[config.mk]
export PLATFORM = sky130hd
export DESIGN_NAME = bda_front
export DESIGN_NICKNAME = d
export VERILOG_FILES = /design/src/design/bda_pkg.sv /design/src/design/bda_front.sv
export SDC_FILE = /design/constraint.sdc
export NUM_CORES = 1
export LEC_CHECK = 0
export BUFFER_PORTS_ARGS = -buffer_cell sky130_fd_sc_hd__buf_2
export CAP_MARGIN = 5
export CORE_UTILIZATION = 55
export CTS_CLUSTER_DIAMETER = 40
export DETAILED_ROUTE_END_ITERATION = 10
export GPL_ROUTABILITY_DRIVEN = 0
export PLACE_DENSITY = 0.83
export SYNTH_ARGS = -nofsm -noshare
export SYNTH_HDL_FRONTEND = slang
export SYNTH_SLANG_ARGS = --single-unit
[constraint.sdc]
create_clock -name clk -period 6.6 [get_ports clk]
set_input_delay 0.33 -clock clk [delete_from_list [all_inputs] [get_ports clk]]
set_output_delay 0.33 -clock clk [all_outputs]
set_load 0.05 [all_outputs]
[src/design/bda_pkg.sv]
// Shared types, codes and constants of the business day adjuster.
`default_nettype none

package bda_pkg;

    localparam int DAY_W = 24;
    localparam int SLOT_W = 10;
    localparam int CONV_W = 3;
    localparam int COUNT_W = 11;
    localparam int WALK_W = 26;
    localparam int KEY_W = 24;
    localparam int DEFAULT_TABLE_DEPTH = 1024;

    localparam logic CMD_LOAD = 1'b0;
    localparam logic CMD_ADJUST = 1'b1;

    localparam logic [CONV_W-1:0] CONV_FOLLOW = 3'd0;
    localparam logic [CONV_W-1:0] CONV_PRECEDE = 3'd1;
    localparam logic [CONV_W-1:0] CONV_MOD_FOLLOW = 3'd2;
    localparam logic [CONV_W-1:0] CONV_MOD_PRECEDE = 3'd3;
    localparam logic [CONV_W-1:0] CONV_NEAREST = 3'd4;

    localparam logic [1:0] KIND_LOAD = 2'd0;
    localparam logic [1:0] KIND_SKIP = 2'd1;
    localparam logic [1:0] KIND_SEARCH = 2'd2;
    localparam logic [1:0] KIND_PASS = 2'd3;

    typedef struct packed {
        logic [1:0] kind;
        logic [SLOT_W-1:0] slot;
        logic signed [DAY_W-1:0] day;
        logic [CONV_W-1:0] conv;
    } req_t;

endpackage

`default_nettype wire

[src/design/bda_front.sv]
// Request intake: classifies each request and holds it in a two-entry queue.
`default_nettype none

module bda_front #(
    parameter int TABLE_DEPTH = bda_pkg::DEFAULT_TABLE_DEPTH
) (
    input  wire logic                              clk,
    input  wire logic                              rst_n,
    input  wire logic                              start,
    input  wire logic                              cmd,
    input  wire logic [bda_pkg::SLOT_W-1:0]        slot,
    input  wire logic signed [bda_pkg::DAY_W-1:0]  day,
    input  wire logic [bda_pkg::CONV_W-1:0]        convention,
    output logic                                   busy,
    output logic                                   q_valid,
    output bda_pkg::req_t                          q_head,
    input  wire logic                              q_pop
);

    bda_pkg::req_t ent_reg [2];
    bda_pkg::req_t new_req;
    logic wr_ptr_reg, wr_ptr_next;
    logic rd_ptr_reg, rd_ptr_next;
    logic [1:0] cnt_reg, cnt_next;
    logic push;
    logic pop;

    always_comb
    begin
        new_req.slot = slot;
        new_req.day = day;
        new_req.conv = convention;
        if (cmd == bda_pkg::CMD_LOAD)
        begin
            new_req.kind = (32'(slot) < TABLE_DEPTH) ? bda_pkg::KIND_LOAD : bda_pkg::KIND_SKIP;
        end
        else
        begin
            new_req.kind = (convention <= bda_pkg::CONV_NEAREST) ? bda_pkg::KIND_SEARCH
                                                                  : bda_pkg::KIND_PASS;
        end
    end

    assign busy = (cnt_reg == 2'd2);
    assign push = start && !busy;
    assign q_valid = (cnt_reg != 2'd0);
    assign pop = q_pop && q_valid;
    assign q_head = ent_reg[rd_ptr_reg];

    always_comb
    begin
        wr_ptr_next = push ? ~wr_ptr_reg : wr_ptr_reg;
        rd_ptr_next = pop ? ~rd_ptr_reg : rd_ptr_reg;
        cnt_next = cnt_reg + 2'(push) - 2'(pop);
    end

    always_ff @(posedge clk or negedge rst_n)
    begin
        if (!rst_n)
        begin
            wr_ptr_reg <= 1'b0;
            rd_ptr_reg <= 1'b0;
            cnt_reg <= 2'd0;
        end
        else
        begin
            wr_ptr_reg <= wr_ptr_next;
            rd_ptr_reg <= rd_ptr_next;
            cnt_reg <= cnt_next;
        end
    end

    always_ff @(posedge clk)
    begin
        if (push)
        begin
            ent_reg[wr_ptr_reg] <= new_req;
        end
    end

endmodule

`default_nettype wire

==> impl_metrics.json <==
{
  "timing.slew.headroom": 0.260,
  "regArea_um2": 2440,
  "area_delta_synth_final_pct": 22.4,
  "initial_core_util": 0.584,
  "vias_per_cell": 5.00,
  "critPathKind": "reg -> out",
  "synth-seq-area-share": 0.804,
  "finalSetupViolCount": 0,
  "overflow": 0,
  "syn_area_um2": 3040,
  "path_max_fanout": 40,
  "die_w_um": 76.3,
  "rsz0062_at_grt": "no",
  "final_hold_viol_count": 0,
  "tightest_slew_ps": 1110,
  "path_clk_slew_ps": 80,
  "numClockSinks": 82,
  "boundaryPins": 83,
  "hold_class": "in -> reg",
  "fmaxAchievable_ghz": 0.440,
  "mostFrequentLayoutCells": "buf_2, edfxtp_1, mux2_2",
  "layout-drive-gt1-share": 0.587,
  "grt_max_degree": 41,
  "multi_input_area_um2": 553,
  "dieArea_um2": 5830,
  "worstPathCellList": "mux2_2 > buf_2",
  "fin_worst_skew_ps": 9.34,
  "fill_cells": 345,
  "h-tree-depth": 3,
  "post_cts_resized": 0,
  "firstDrtPassIters": 5,
  "slew_viol_final": 0,
  "worstPathRequired_ps": 6270,
  "p_per_area_nw_per_um2": 523,
  "placementRows": 26,
  "portBuffers": 82,
  "nNetsFinal": 274,
  "synth_fp_nets": 184,
  "yosys.area.top_type": "edfxtp_1",
  "syn_inst": 140,
  "power.leakage_uw": 0.00143,
  "drv_cap": 0,
  "synth.distinct_cells": 15,
  "clk_path_buf_depth": 2,
  "drtIter0Drc": 75,
  "routedWlPerCell_um": 15.3,
  "cts_buffers": 9,
  "total_power_uw": 1950,
  "ys_warn_count": 0,
  "status": "finished clean",
  "largest_reg_flops": 78,
  "worstSkewPairLatency_ps": 340,
  "core_um2": 5200,
  "drc_errors": 0,
  "wl_um": 4650,
  "hpwl_um": 2870,
  "antenna_found_initial": 0,
  "cts_tree": "done",
  "synthTopCellsByArea": "edfxtp_1, mux2_2, dfrtp_1",
  "synth-seq-cells": 82,
  "antenna_left": 0,
  "fin_crit_ps": 2270,
  "vias": 1525,
  "final_common_cell": "buf_2",
  "netlist.area_leader.share": 0.771,
  "max_stage_delay_ps": 940,
  "post-route-period-util": 0.345,
  "avgSynthCellArea_um2": 21.7,
  "diodes": 0,
  "crit_slowest_cell": "dfrtp_2",
  "ir_drop_v": 0.000541,
  "gr-usage-all-layers": 0.173,
  "endpoint_kind": "output pin",
  "critPathLaunchType": "flop",
  "worstPathArrival_ps": 1940,
  "finalSetupTns_ps": 0,
  "grt_pass1_vias": 1616,
  "grt_pass1_wl_um": 7290,
  "dieHeight_um": 76.3,
  "root_buffer": "clkbuf_8"
}
[power breakdown]
group,switching (µW),leakage (µW),internal [µW]
Combinational,560,0.000550,224
Clock,160,0.000105,211
Sequential,76.7,0.000770,715
Total,796,0.00143,1150
[worst paths after layout]
check	from	end	slack [ps]	cells after the start
min in group asynchronous	rst_n	cnt_reg[0]	330	2
max reg2reg	cnt_reg[1]	ent_reg[0][31]	4670	3
min	slot[8]	ent_reg[1][35]	180	1
max	rd_ptr_reg	q_head[19]	4330	2
max in group asynchronous	rst_n	rd_ptr_reg	6130	2
min reg2reg	cnt_reg[1]	cnt_reg[1]	510	1
[cell type report]
class                   instances  area share
repair buffers                 83       0.113
flip-flops and latches         82       0.657
multi-input cells              52       0.149
inverters                       2     0.00202
clock inverters                 6      0.0219
well taps                      70      0.0235
clock buffers                  10      0.0343
[worst max-delay path: cells and delay by family, from the launching register on]
| kind | cells | cell delay (ps) |
|---|---|---|
| buf+inv | 1 | 210 |
| mux | 1 | 420 |
| flops | 1 | 940 |
[per-layer routing]
| metal | GRT usage | vias to the layer above | wire (µm) |
|---|---|---|---|
| li1 | - | 723 | - |
| met1 | 0.191 | 739 | 1910 |
| met2 | 0.296 | 57 | 2450 |
| met3 | 0.0659 | 6 | 257 |
| met4 | 0.0769 | 0 | 33 |
| met5 | 0 | - | 0 |
[per-stage QoR]
stage          setup slack [ps]  hold slack [ps]  instances  utilization  area, µm²
2_1_floorplan              3930             34.4        140            -       3040
3_3_place_gp               4660              140        288        0.673       3500
3_5_place_dp               4660              141        288        0.673       3500
4_1_cts                    4290              160        305        0.715       3720
5_1_grt                    4220              154        305        0.715       3720
6_report                   4330              178        305        0.715       3720
[repair_timing]
item,CTS,global route
endpoints found under the hold margin,4,0
hold buffers,1,0
setup buffers,0,0
[logic make-up after synthesis]
logic type / share of synthesized area
compound gates: 0.00329
xor+xnor: 0.0115
fa+ha+maj: 0.00823
buf+inv: 0.0173
flops: 0.804
mux: 0.145
simple gates: 0.0115
[synth_stat cells, drive strengths merged]
library cell,count
o211a,1
edfxtp,78
mux2,39
xnor2,3
and2,1
dfrtp,4
ha,2
buf,4
nor2,1
xor2,1
nand2b,1
or2,1
and3,1
nand2,1
inv,2
Note: power is estimated with default switching activity, not from simulation.
